`config.mk`:
```
export PLATFORM = sky130hd
export DESIGN_NAME = residual_color_run_decoder
export DESIGN_NICKNAME = d
export VERILOG_FILES = /design/src/hw/rtl/rcrd_pkg.sv /design/src/hw/rtl/residual_color_run_decoder.sv /design/src/hw/rtl/rcrd_cfg_regs.sv /design/src/hw/rtl/rcrd_parser.sv
export VERILOG_INCLUDE_DIRS = /design/src /design/src/hw/rtl
export SDC_FILE = /design/constraint.sdc
export NUM_CORES = 2
export LEC_CHECK = 0
export ABC_AREA = 1
export BUFFER_PORTS_ARGS = -buffer_cell sky130_fd_sc_hd__buf_2
export CAP_MARGIN = 20
export CORE_ASPECT_RATIO = 0.75
export CORE_UTILIZATION = 34
export CTS_CLUSTER_SIZE = 16
export DETAILED_ROUTE_END_ITERATION = 12
export PLACE_DENSITY_LB_ADDON = 0.12
export REMOVE_ABC_BUFFERS = 1
export SYNTH_ARGS = -nofsm -noshare
export SYNTH_HDL_FRONTEND = slang
export SYNTH_SLANG_ARGS = --single-unit
```
`constraint.sdc`:
```
create_clock -name clk -period 13.79 [get_ports clk]
set_input_delay 0.6895 -clock clk [delete_from_list [all_inputs] [get_ports clk]]
set_output_delay 0.6895 -clock clk [all_outputs]
set_load 0.05 [all_outputs]
```
`src/hw/rtl/residual_color_run_decoder_macros.svh`:
```
// Assertion macros for the residual color run decoder.
`ifndef RESIDUAL_COLOR_RUN_DECODER_MACROS_SVH
`define RESIDUAL_COLOR_RUN_DECODER_MACROS_SVH

// check a condition at every clock edge outside reset
`define RCRD_ASSERT_ALWAYS(lbl, expr, msg) \
  lbl: assert property (@(posedge clk) disable iff (!rst_n) (expr)) else $error(msg);

// check that an antecedent implies a consequent in the same cycle
`define RCRD_ASSERT_IMPL(lbl, ante, cons, msg) \
  lbl: assert property (@(posedge clk) disable iff (!rst_n) (ante) |-> (cons)) \
    else $error(msg);

`endif

```
`src/hw/rtl/rcrd_pkg.sv`:
```
// Shared types and constants for the residual color run decoder.
package rcrd_pkg;

  localparam logic [7:0]  ESC8  = 8'hFF;
  localparam logic [15:0] ESC16 = 16'hFFFF;
  localparam logic [31:0] CONSUMED_MAX = 32'hFFFF_FFFF;

  localparam int unsigned CFG_DATA_W = 32;
  localparam int unsigned CFG_IDX_W  = 2;

  localparam logic [CFG_IDX_W-1:0] CFG_BYTE_COUNT = 2'd0;
  localparam logic [CFG_IDX_W-1:0] CFG_WIDTH      = 2'd1;
  localparam logic [CFG_IDX_W-1:0] CFG_HEIGHT     = 2'd2;

  localparam logic [1:0] ERR_OK    = 2'd0;
  localparam logic [1:0] ERR_SHORT = 2'd1;
  localparam logic [1:0] ERR_RUN   = 2'd2;
  localparam logic [1:0] ERR_TOTAL = 2'd3;

  typedef enum logic [9:0] {
    PH_BLUE  = 10'b00_0000_0001,
    PH_GREEN = 10'b00_0000_0010,
    PH_RED   = 10'b00_0000_0100,
    PH_LEN8  = 10'b00_0000_1000,
    PH_L16A  = 10'b00_0001_0000,
    PH_L16B  = 10'b00_0010_0000,
    PH_L32A  = 10'b00_0100_0000,
    PH_L32B  = 10'b00_1000_0000,
    PH_L32C  = 10'b01_0000_0000,
    PH_L32D  = 10'b10_0000_0000
  } phase_t;

  typedef struct packed {
    logic [7:0] data_byte;
    logic       frame_start;
    logic       stream_end;
  } in_item_t;

  typedef struct packed {
    logic [7:0]  red;
    logic [7:0]  green;
    logic [7:0]  blue;
    logic [31:0] run_start;
    logic [31:0] run_length;
    logic        run_valid;
    logic        frame_done;
    logic [1:0]  error_code;
  } out_item_t;

  typedef struct packed {
    logic [31:0] byte_count;
    logic [31:0] total_pixels;
  } cfg_t;

endpackage

```
`src/hw/rtl/residual_color_run_decoder.sv`:
```
// Top level of the residual color run decoder: input and result registers.
//
//   channel  direction  handshake            payload
//   in_      input      in_valid / in_stall   rcrd_pkg::in_item_t
//   out_     output     out_valid / out_stall rcrd_pkg::out_item_t
//   cfg_     input      cfg_we                cfg_index, cfg_wdata
//
// One byte per cycle sustained while the result is not stalled. A byte waits in
// the input register, its result in the result register; the combinational parse
// step between them sets the rate. rst_n clears the frame state and valid bits.
// A stalled result holds the pipe; the input register still fills behind it.
`include "residual_color_run_decoder_macros.svh"

module residual_color_run_decoder (
  input  logic                             clk,
  input  logic                             rst_n,
  input  logic                             in_valid,
  output logic                             in_stall,
  input  rcrd_pkg::in_item_t               in_item,
  output logic                             out_valid,
  input  logic                             out_stall,
  output rcrd_pkg::out_item_t              out_item,
  input  logic                             cfg_we,
  input  logic [rcrd_pkg::CFG_IDX_W-1:0]   cfg_index,
  input  logic [rcrd_pkg::CFG_DATA_W-1:0]  cfg_wdata
);

  rcrd_pkg::cfg_t      cfg;
  rcrd_pkg::in_item_t  s1_item_r;
  logic                s1_valid_r, s1_valid_nxt;
  rcrd_pkg::out_item_t out_item_r;
  logic                out_valid_r, out_valid_nxt;
  rcrd_pkg::out_item_t step_result;
  logic                step_has_result;
  logic                advance;
  logic                in_take;

  rcrd_cfg_regs u_cfg (
    .clk       (clk),
    .rst_n     (rst_n),
    .cfg_we    (cfg_we),
    .cfg_index (cfg_index),
    .cfg_wdata (cfg_wdata),
    .cfg       (cfg)
  );

  rcrd_parser u_parser (
    .clk        (clk),
    .rst_n      (rst_n),
    .step       (advance),
    .item       (s1_item_r),
    .cfg        (cfg),
    .has_result (step_has_result),
    .result     (step_result)
  );

  assign advance  = s1_valid_r && (!out_valid_r || !out_stall);
  assign in_stall = s1_valid_r && !advance;
  assign in_take  = in_valid && !in_stall;

  always_comb begin
    s1_valid_nxt = s1_valid_r;
    if (in_take) begin
      s1_valid_nxt = 1'b1;
    end else if (advance) begin
      s1_valid_nxt = 1'b0;
    end

    out_valid_nxt = out_valid_r;
    if (advance && step_has_result) begin
      out_valid_nxt = 1'b1;
    end else if (out_valid_r && !out_stall) begin
      out_valid_nxt = 1'b0;
    end
  end

  always_ff @(posedge clk) begin
    if (!rst_n) begin
      s1_valid_r  <= 1'b0;
      out_valid_r <= 1'b0;
    end else begin
      s1_valid_r  <= s1_valid_nxt;
      out_valid_r <= out_valid_nxt;
    end
  end

  always_ff @(posedge clk) begin
    if (in_take) begin
      s1_item_r <= in_item;
    end
    if (advance && step_has_result) begin
      out_item_r <= step_result;
    end
  end

  assign out_valid = out_valid_r;
  assign out_item  = out_item_r;

  `RCRD_ASSERT_IMPL(a_err_needs_done, out_valid_r && out_item_r.error_code != rcrd_pkg::ERR_OK, out_item_r.frame_done, "error code without frame end")
  `RCRD_ASSERT_IMPL(a_result_not_empty, out_valid_r && !out_item_r.run_valid, out_item_r.frame_done, "result carries neither run nor frame end")
  `RCRD_ASSERT_IMPL(a_run_err_no_run, out_valid_r && out_item_r.error_code == rcrd_pkg::ERR_RUN, !out_item_r.run_valid, "overlong run reported as painted")
  `RCRD_ASSERT_ALWAYS(a_no_step_when_blocked, !(advance && out_valid_r && out_stall), "parse step while result is blocked")

endmodule

```
`src/hw/rtl/rcrd_cfg_regs.sv`:
```
// Configuration registers and precomputed tile pixel count.
module rcrd_cfg_regs (
  input  logic                                clk,
  input  logic                                rst_n,
  input  logic                                cfg_we,
  input  logic [rcrd_pkg::CFG_IDX_W-1:0]      cfg_index,
  input  logic [rcrd_pkg::CFG_DATA_W-1:0]     cfg_wdata,
  output rcrd_pkg::cfg_t                      cfg
);

  logic [31:0] count_r;
  logic [15:0] width_r;
  logic [15:0] height_r;
  logic [31:0] total_r;

  always_ff @(posedge clk) begin
    if (!rst_n) begin
      count_r  <= '0;
      width_r  <= '0;
      height_r <= '0;
      total_r  <= '0;
    end else if (cfg_we) begin
      unique case (cfg_index)
        rcrd_pkg::CFG_BYTE_COUNT: begin
          count_r <= cfg_wdata;
        end
        rcrd_pkg::CFG_WIDTH: begin
          width_r <= cfg_wdata[15:0];
          total_r <= {16'b0, cfg_wdata[15:0]} * {16'b0, height_r};
        end
        rcrd_pkg::CFG_HEIGHT: begin
          height_r <= cfg_wdata[15:0];
          total_r  <= {16'b0, width_r} * {16'b0, cfg_wdata[15:0]};
        end
        default: begin
        end
      endcase
    end
  end

  assign cfg.byte_count   = count_r;
  assign cfg.total_pixels = total_r;

endmodule

```
`src/hw/rtl/rcrd_parser.sv`:
```
// Record parser: frame state and the per-byte step.
module rcrd_parser (
  input  logic                 clk,
  input  logic                 rst_n,
  input  logic                 step,
  input  rcrd_pkg::in_item_t   item,
  input  rcrd_pkg::cfg_t       cfg,
  output logic                 has_result,
  output rcrd_pkg::out_item_t  result
);

  rcrd_pkg::phase_t phase_r, phase_nxt, ph_e;
  logic [31:0] consumed_r, consumed_nxt, cons_e;
  logic [31:0] pixels_r, pixels_nxt, pix_e;
  logic [23:0] color_r, color_nxt, col_e;
  logic [31:0] acc_r, acc_nxt, acc_e;
  logic        finished_r, finished_nxt, fin_e;

  logic        rec_done;
  logic        run_ok;
  logic        done;
  logic [1:0]  err;
  logic [32:0] sum;
  logic [31:0] byte_ext;

  always_comb begin
    ph_e   = item.frame_start ? rcrd_pkg::PH_BLUE : phase_r;
    cons_e = item.frame_start ? '0 : consumed_r;
    pix_e  = item.frame_start ? '0 : pixels_r;
    col_e  = item.frame_start ? '0 : color_r;
    acc_e  = item.frame_start ? '0 : acc_r;
    fin_e  = item.frame_start ? 1'b0 : finished_r;

    byte_ext     = {24'b0, item.data_byte};
    phase_nxt    = ph_e;
    consumed_nxt = cons_e;
    pixels_nxt   = pix_e;
    color_nxt    = col_e;
    acc_nxt      = acc_e;
    finished_nxt = fin_e;
    rec_done     = 1'b0;
    run_ok       = 1'b0;
    done         = 1'b0;
    err          = rcrd_pkg::ERR_OK;
    sum          = '0;

    if (fin_e) begin
      done = 1'b0;
    end else if (ph_e == rcrd_pkg::PH_BLUE && cons_e >= cfg.byte_count) begin
      done = 1'b1;
      err  = (pix_e == cfg.total_pixels) ? rcrd_pkg::ERR_OK : rcrd_pkg::ERR_TOTAL;
    end else begin
      if (cons_e != rcrd_pkg::CONSUMED_MAX) begin
        consumed_nxt = cons_e + 32'd1;
      end
      unique case (ph_e)
        rcrd_pkg::PH_BLUE: begin
          color_nxt = {16'b0, item.data_byte};
          phase_nxt = rcrd_pkg::PH_GREEN;
        end
        rcrd_pkg::PH_GREEN: begin
          color_nxt = {col_e[23:16], item.data_byte, col_e[7:0]};
          phase_nxt = rcrd_pkg::PH_RED;
        end
        rcrd_pkg::PH_RED: begin
          color_nxt = {item.data_byte, col_e[15:0]};
          phase_nxt = rcrd_pkg::PH_LEN8;
        end
        rcrd_pkg::PH_LEN8: begin
          if (item.data_byte == rcrd_pkg::ESC8) begin
            phase_nxt = rcrd_pkg::PH_L16A;
          end else begin
            acc_nxt  = byte_ext;
            rec_done = 1'b1;
          end
        end
        rcrd_pkg::PH_L16A: begin
          acc_nxt   = byte_ext;
          phase_nxt = rcrd_pkg::PH_L16B;
        end
        rcrd_pkg::PH_L16B: begin
          acc_nxt = acc_e | (byte_ext << 8);
          if (acc_nxt[15:0] == rcrd_pkg::ESC16 && acc_nxt[31:16] == 16'b0) begin
            phase_nxt = rcrd_pkg::PH_L32A;
          end else begin
            rec_done = 1'b1;
          end
        end
        rcrd_pkg::PH_L32A: begin
          acc_nxt   = byte_ext;
          phase_nxt = rcrd_pkg::PH_L32B;
        end
        rcrd_pkg::PH_L32B: begin
          acc_nxt   = acc_e | (byte_ext << 8);
          phase_nxt = rcrd_pkg::PH_L32C;
        end
        rcrd_pkg::PH_L32C: begin
          acc_nxt   = acc_e | (byte_ext << 16);
          phase_nxt = rcrd_pkg::PH_L32D;
        end
        default: begin
          acc_nxt  = acc_e | (byte_ext << 24);
          rec_done = 1'b1;
        end
      endcase

      if (rec_done) begin
        phase_nxt = rcrd_pkg::PH_BLUE;
        sum = {1'b0, pix_e} + {1'b0, acc_nxt};
        if (sum > {1'b0, cfg.total_pixels}) begin
          done = 1'b1;
          err  = rcrd_pkg::ERR_RUN;
        end else begin
          run_ok     = 1'b1;
          pixels_nxt = sum[31:0];
          if (consumed_nxt >= cfg.byte_count) begin
            done = 1'b1;
            err  = (sum[31:0] == cfg.total_pixels) ? rcrd_pkg::ERR_OK
                                                    : rcrd_pkg::ERR_TOTAL;
          end
        end
      end

      if (!done && item.stream_end) begin
        done = 1'b1;
        err  = rcrd_pkg::ERR_SHORT;
      end
    end

    if (done) begin
      finished_nxt = 1'b1;
    end

    has_result        = run_ok || done;
    result.red        = run_ok ? col_e[23:16] : 8'b0;
    result.green      = run_ok ? col_e[15:8]  : 8'b0;
    result.blue       = run_ok ? col_e[7:0]   : 8'b0;
    result.run_start  = run_ok ? pix_e : 32'b0;
    result.run_length = run_ok ? acc_nxt : 32'b0;
    result.run_valid  = run_ok;
    result.frame_done = done;
    result.error_code = err;

    if (rec_done) begin
      acc_nxt = '0;
    end
  end

  always_ff @(posedge clk) begin
    if (!rst_n) begin
      phase_r    <= rcrd_pkg::PH_BLUE;
      consumed_r <= '0;
      pixels_r   <= '0;
      color_r    <= '0;
      acc_r      <= '0;
      finished_r <= 1'b0;
    end else if (step) begin
      phase_r    <= phase_nxt;
      consumed_r <= consumed_nxt;
      pixels_r   <= pixels_nxt;
      color_r    <= color_nxt;
      acc_r      <= acc_nxt;
      finished_r <= finished_nxt;
    end
  end

endmodule
```
# Word-level counts from Yosys, hierarchy flattened
# Cells that the tools add are included.
# Widths: inputs -> output; s select.
[classes]
add_sub_neg = 2
n_mul = 2
div_mod_pow = 0
order_cmp = 3
eq_ne = 16
n_shift = 0
muxes = 63
bitwise_logic = 3
reduce_logical = 28
[ops]
columns = ["op", "count"]
rows = [
  ["$mux 32", 18],
  ["$pmux 32 s5", 1],
  ["$pmux 10 s9", 1],
  ["$mux 24", 3],
  ["$pmux 24 s3", 1],
  ["$eq 32x32->1", 2],
  ["$ge 32x32->1", 2],
  ["$mul 16x16->32", 2],
  ["$pmux 32 s2", 1],
  ["$mux 10", 6],
  ["$add 32x32->33", 1],
  ["$gt 33x32->1", 1],
  ["$add 32x1->32 const B", 1],
  ["$ne 32x32->1 const B", 1],
  ["$or 32x16->32", 1],
  ["$or 32x24->32", 1],
  ["$or 32x32->32", 1],
  ["$mux 1", 24],
  ["$eq 16x16->1 const B", 1],
  ["$logic_not 16->1", 1],
  ["$mux 2", 7],
  ["$eq 10x1->1 const B", 1],
  ["$eq 10x2->1 const B", 1],
  ["$eq 10x3->1 const B", 1],
  ["19 further kinds", 37],
]
[word_totals]
regBits = 331
latch_bits = 0
mem_bits_rw = 0
romBits = 0
input_bits = 49
out_inout_bits = 94
wordCells = 140
n_memories = 0

# Logic depth before layout (Yosys ltp)
[depth]
depth_word = 20
depth_mapped = 41
depth_no_buf = 41

# Modules after synthesis
# From an unflattened synthesis, not the netlist that was laid out.
[hier_totals]
cells_unflattened = 5973
hier_area_um2 = 40537.6
[by_module_without_submodules]
columns = ["mod", "instances", "cells_per_inst", "area_per_inst_um2", "seq_area_each_um2"]
rows = [
  ["rcrd_cfg_regs", 1, 3235, 22556.6, 1921.8],
  ["rcrd_parser", 1, 2619, 14811.7, 2622.5],
  ["residual_color_run_decoder", 1, 119, 3169.3, 3103.0],
]

# Least setup slack after synthesis
# Ideal clock, no wire load.
[synth_path]
path_type = "register -> register"
startpoint = "register s1_item_r[1] (netlist bit)"
endpoint = "register out_item_r (netlist bit out_item[0]), enable pin"
setup_time_ns = 0.446
t_arrival_ns = 6.969
slack_ns = 6.375
stages_incl_launch_ff = 37
n_path_buf = 2
cell_sequence = "edfxtp_1 > inv_2 > nand2_1 > nand2_2 > nor2_4 > nand2_4 > or2_2 > nand3_2 > inv_1 > nand2_1 > o21ai_0 > o21ai_1 > inv_1 > ha_1 > fa_1 > nand2_1 > o21ai_0 > a21oi_1 > o21ai_0 > nand2_1 > nand2_1 > xor2_1 > inv_1 > ha_1 > nand2_1 > nor2_1 > inv_1 > nor4_1 > nand4_1 > nand2_1 > and2_1 > clkbuf_1 > nand3_1 > buf_2 > nand2_1 > nand2_1 > inv_1"
[synth_between]
elab_chain_cells = 19
elab_cells_between_ends = 58
[synth_lines]
columns = ["element", "line_no", "rtl"]
rows = [
  ["from (decl)", "residual_color_run_decoder.sv:29", "rcrd_pkg::in_item_t s1_item_r;"],
  ["from (signal assigned)", "residual_color_run_decoder.sv:89", "s1_item_r <= in_item;"],
  ["$mux 10", "rcrd_parser.sv:27", "ph_e = item.frame_start ? rcrd_pkg::PH_BLUE : phase_r;"],
  ["$eq 10x2->1, or another cell as far along", "rcrd_parser.sv:56", "unique case (ph_e)"],
  ["$reduce_or 3->1 (no source line) or $reduce_or 2->1 (tied branches)", "-", ""],
  ["$pmux 32 s5", "rcrd_parser.sv:56", ""],
  ["$mux 32", "rcrd_parser.sv:49", "end else if (ph_e == rcrd_pkg::PH_BLUE && cons_e >= cfg.byte_count) begin"],
  ["$mux 32", "rcrd_parser.sv:47", "if (fin_e) begin"],
  ["$add 32x32->33", "rcrd_parser.sv:109", "sum = {1'b0, pix_e} + {1'b0, acc_nxt};"],
  ["$gt 33x32->1", "rcrd_parser.sv:110", "if (sum > {1'b0, cfg.total_pixels}) begin"],
  ["[... 3 more ...]", "-", ""],
  ["$mux 1", "rcrd_parser.sv:47", ""],
  ["$logic_not 1->1", "rcrd_parser.sv:124", "if (!done && item.stream_end) begin"],
  ["$logic_and 1x1->1", "rcrd_parser.sv:124", ""],
  ["$mux 1", "rcrd_parser.sv:124", ""],
  ["$mux 1", "rcrd_parser.sv:49", ""],
  ["$mux 1", "rcrd_parser.sv:47", ""],
  ["$logic_or 1x1->1 *", "rcrd_parser.sv:134", "has_result = run_ok || done;"],
  ["$logic_and 1x1->1 *", "residual_color_run_decoder.sv:91", "if (advance && step_has_result) begin"],
  ["to (signal assigned)", "residual_color_run_decoder.sv:92", "out_item_r <= step_result;"],
  ["to (decl)", "residual_color_run_decoder.sv:31", "rcrd_pkg::out_item_t out_item_r;"],
]
# Every way passes the cells marked *; elsewhere a longest branch is shown, timed or not. The select of a mux whose other input is x is not followed.
# A chain may end at the register's enable or synchronous reset.

# Worst setup path in the final report
[layout_path]
startpoint = "register s1_item_r[1] (netlist bit)"
endpoint = "register out_item_r (netlist bit out_item[62]), enable pin"
# Same word-level chain as after synthesis.

==> results.sh <==
export IMPL_period_needed_ps=8560
export IMPL_routed_wl_um=129000
export IMPL_reg2reg_slack_ps=5230
export IMPL_fillers=11959
export IMPL_grt_start_max_net_pins=82
export IMPL_rsz0062_at_grt="no"
export IMPL_synth_area_um2=38300
export IMPL_min_from="in_item[9]"
export IMPL_relSlewSlack=0.256
export IMPL_insertion_delay_ps=620
export IMPL_p_per_area_nw_per_um2=91.5
export IMPL_clkTransAtPathRegs_ps=70
export IMPL_worstMarginPinSlew_ps=1110
export IMPL_p_leak_nw=21.0
export IMPL_cts_made_buffers=41
export IMPL_slew_violations=0
export IMPL_yosys_area_top_type="fa_1"
export IMPL_cts_resized=0
export IMPL_holdWs_ps=254
export IMPL_worstPathRequired_ps=14010
export IMPL_die_x_um=389
export IMPL_grt_use_met3=0.0364
export IMPL_die_h_um=293
export IMPL_reg2reg_to="out_item[62]$_SDFFCE_PP0P_"
export IMPL_min_to="s1_item_r[9]$_DFFE_PP_"
export IMPL_critPathLaunch="s1_item_r[1]$_DFFE_PP_"
export IMPL_r2r_start="s1_item_r[1]$_DFFE_PP_"
export IMPL_grtUsageMet2=0.326
export IMPL_startpoint_type="register"
export IMPL_cts_buffer_depth=3
export IMPL_status="finished, final reports clean"
export IMPL_rows=106
export IMPL_cpPeakStageDelay_ps=700
export IMPL_hold_buffers=0
export IMPL_wl_per_cell_um=18.8
export IMPL_path_buf_inv=9
export IMPL_dp_hpwl_um=98400
export IMPL_fin_tns_setup_ps=0
export IMPL_post_drt_via_cell_ratio=4.93
export IMPL_drv_cap=0
export IMPL_coreArea_um2=112000
export IMPL_yosys_area_top_type_share=0.203
export IMPL_yosysUniqueCellTypes=53
export IMPL_arrival_ps=8780
export IMPL_cts_setup_buffers=0
export IMPL_cp_slowest_cell="buf_4"
export IMPL_synthCells=5316
export IMPL_ios=143
export IMPL_fin_crit_sh=0.621
export IMPL_route_detailed_drc=0
export IMPL_track_usage=0.228
export IMPL_grt_use_met1=0.358
export IMPL_final_hold_viol_count=0
export IMPL_fmax_mhz=117
export IMPL_dieArea_um2=114000
export IMPL_synth_flop_cell="dfxtp_1"
export IMPL_fin_skew_ps=38.6
export IMPL_grt_pass1_vias=33545
export IMPL_cts_tree="yes"
export IMPL_h_tree_depth=2
export IMPL_postRouteAntennaNets=0
export IMPL_antenna_found_initial=7
export IMPL_hold_depth=1
export IMPL_port_buffers=142
export IMPL_antenna_cells=0
export IMPL_nets=6073
export IMPL_synth_edf_count=102
export IMPL_synthTopCellsByCount="nand2_1 (1336), inv_1 (1067), fa_1 (389)"
export IMPL_synth_area_leaders="fa_1 (20%), nand2_1 (13%), dfxtp_1 (12%)"
export IMPL_drive_above_1_share=0.0601
export IMPL_top_usage_layer="met1"
export IMPL_vdd_drop_max_uv=77.3
export IMPL_reg2regPathDepth=34
export IMPL_syn_area_per_cell_um2=7.20
export IMPL_synthArstFlopShare=0
export IMPL_start_util=0.343
export IMPL_ys_seq_area_frac=0.200
export IMPL_vias=33724
export IMPL_crit_type="reg2reg"
export IMPL_ys_seq_elements=331
export IMPL_grt_pass1_wl_um=202000
export IMPL_hp_class="in2reg"
export IMPL_synth_warnings=0
export IMPL_report_final_setup_viol=0
export IMPL_crit_path_end_kind="register"
export IMPL_grt_overflow=0
export IMPL_firstDrtPassIters=6
export IMPL_cts_sinks=331
export IMPL_gp_congestion=0.927
export IMPL_syn2layout_area_growth_pct=8.95
export IMPL_path_max_fanout=60
export IMPL_clockRootBuffer="clkbuf_16"
export IMPL_synth_most_common_cell="nand2_1"
export IMPL_critical_path_top_delay_family="simple AND/OR/NAND/NOR gates"
export IMPL_drt_iter0_drc=2616
export IMPL_crit_top_cell="nand2_1"
[metal layers]
metal  wire [um]  up-vias
met5          21        -
met4        2220        4
met3        8260      108
met2       51000      884
met1       67100    16224
li1            -    16504
[metrics by stage]
step / setup slack (ps) / area (um^2) / utilization / std cells / total power [W]
5_1_grt: 4510 / 41700 / 0.374 / 6840 / 0.00410
3_5_place_dp: 5240 / 40200 / 0.361 / 6764 / 0.00261
6_report: 5230 / 41700 / 0.374 / 6840 / 0.00381
3_3_place_gp: 5420 / 40200 / 0.361 / 6764 / 0.00261
4_1_cts: 5200 / 41700 / 0.374 / 6840 / 0.00385
2_1_floorplan: 2180 / 37200 / - / 5059 / 0.00210
[cells in the final DEF (no fill, tap or decap), types with 9 or more instances in the layout]
master     netlist  routed
dfxtp_1        229     229
o21ai_0        237     237
nor2_1         353     352
o21bai_1        16      16
clkbuf_16        0      41
nor4_1          23      23
a31oi_1         34      34
o21a_1          11      11
nand2_1       1336    1334
a21o_1          19      19
xor2_1          51      51
buf_2           15     141
fa_1           389     389
buf_4           11      52
o21ai_1         13      13
nand3_1        193     192
nor2_4           8       9
nor3_1          37      37
nand2_2          8      10
nand3b_1        11      11
xnor2_1         21      21
nand4_1         78      78
clkbuf_1       207       9
inv_1         1067    1066
nor2_2          10      10
a21oi_1        366     366
o211ai_1        42      42
edfxtp_1       102     102
ha_1           340     340
[worst reg2reg max path, delay by kind of cell (launching register included)]
kind	cells	cell delay [ps]
flops	1	420
compound gates	4	1370
simple gates	19	3020
buf+inv	9	2620
fa+ha+maj	2	660
[state kept, by name, indices dropped and copies added, names as in the netlist]
| name | count |
|---|---|
| u_parser.consumed_r | 32 |
| u_cfg.count_r | 32 |
| s1_valid_r | 1 |
| u_cfg.total_r | 32 |
| u_parser.acc_r | 32 |
| u_parser.finished_r | 1 |
| u_parser.phase_r | 10 |
| u_parser.pixels_r | 32 |
| out_valid | 1 |
| out_item | 92 |
| s1_item_r | 10 |
| u_parser.color_r | 24 |
| u_cfg.height_r | 16 |
| u_cfg.width_r | 16 |
[power by group]
| part | internal [W] | switching [W] |
|---|---|---|
| clock | 0.000724 | 0.000492 |
| sequential | 0.00107 | 0.0000599 |
| combinational | 0.000455 | 0.00102 |
| total | 0.00225 | 0.00157 |
[worst max-delay path by stage]
| stage | slack, ps | cells past startpoint | to |
|---|---|---|---|
| 2_1_floorplan | 2180 | 34 | out_item[0]$_SDFFCE_PP0P_ |
| 4_1_cts | 5200 | 31 | out_item[33]$_SDFFCE_PP0P_ |
| 3_3_place_gp | 5420 | 31 | out_item[49]$_SDFFCE_PP0P_ |
| 6_report | 5230 | 34 | out_item[62]$_SDFFCE_PP0P_ |
| 3_5_place_dp | 5240 | 31 | out_item[49]$_SDFFCE_PP0P_ |
| 5_1_grt | 4510 | 34 | out_item[28]$_SDFFCE_PP0P_ |
[logic make-up after synthesis]
kind of cell / after synthesis / synth area share
compound gates: 766 / 0.110
flops: 331 / 0.200
xor+xnor: 72 / 0.0165
fa+ha+maj: 729 / 0.315
buf+inv: 1336 / 0.134
simple gates: 2082 / 0.226
[layout make-up]
class / count / area, um^2 / share of cell area
clock inverters: 23 / 380 / 0.00912
multi-input cells: 3649 / 25500 / 0.612
inverters: 1079 / 4060 / 0.0973
repair buffers: 193 / 1100 / 0.0263
clock buffers: 53 / 1100 / 0.0264
well taps: 1512 / 1890 / 0.0454
flip-flops and latches: 331 / 7650 / 0.183
No activity file was read; power rests on OpenSTA's default activity.
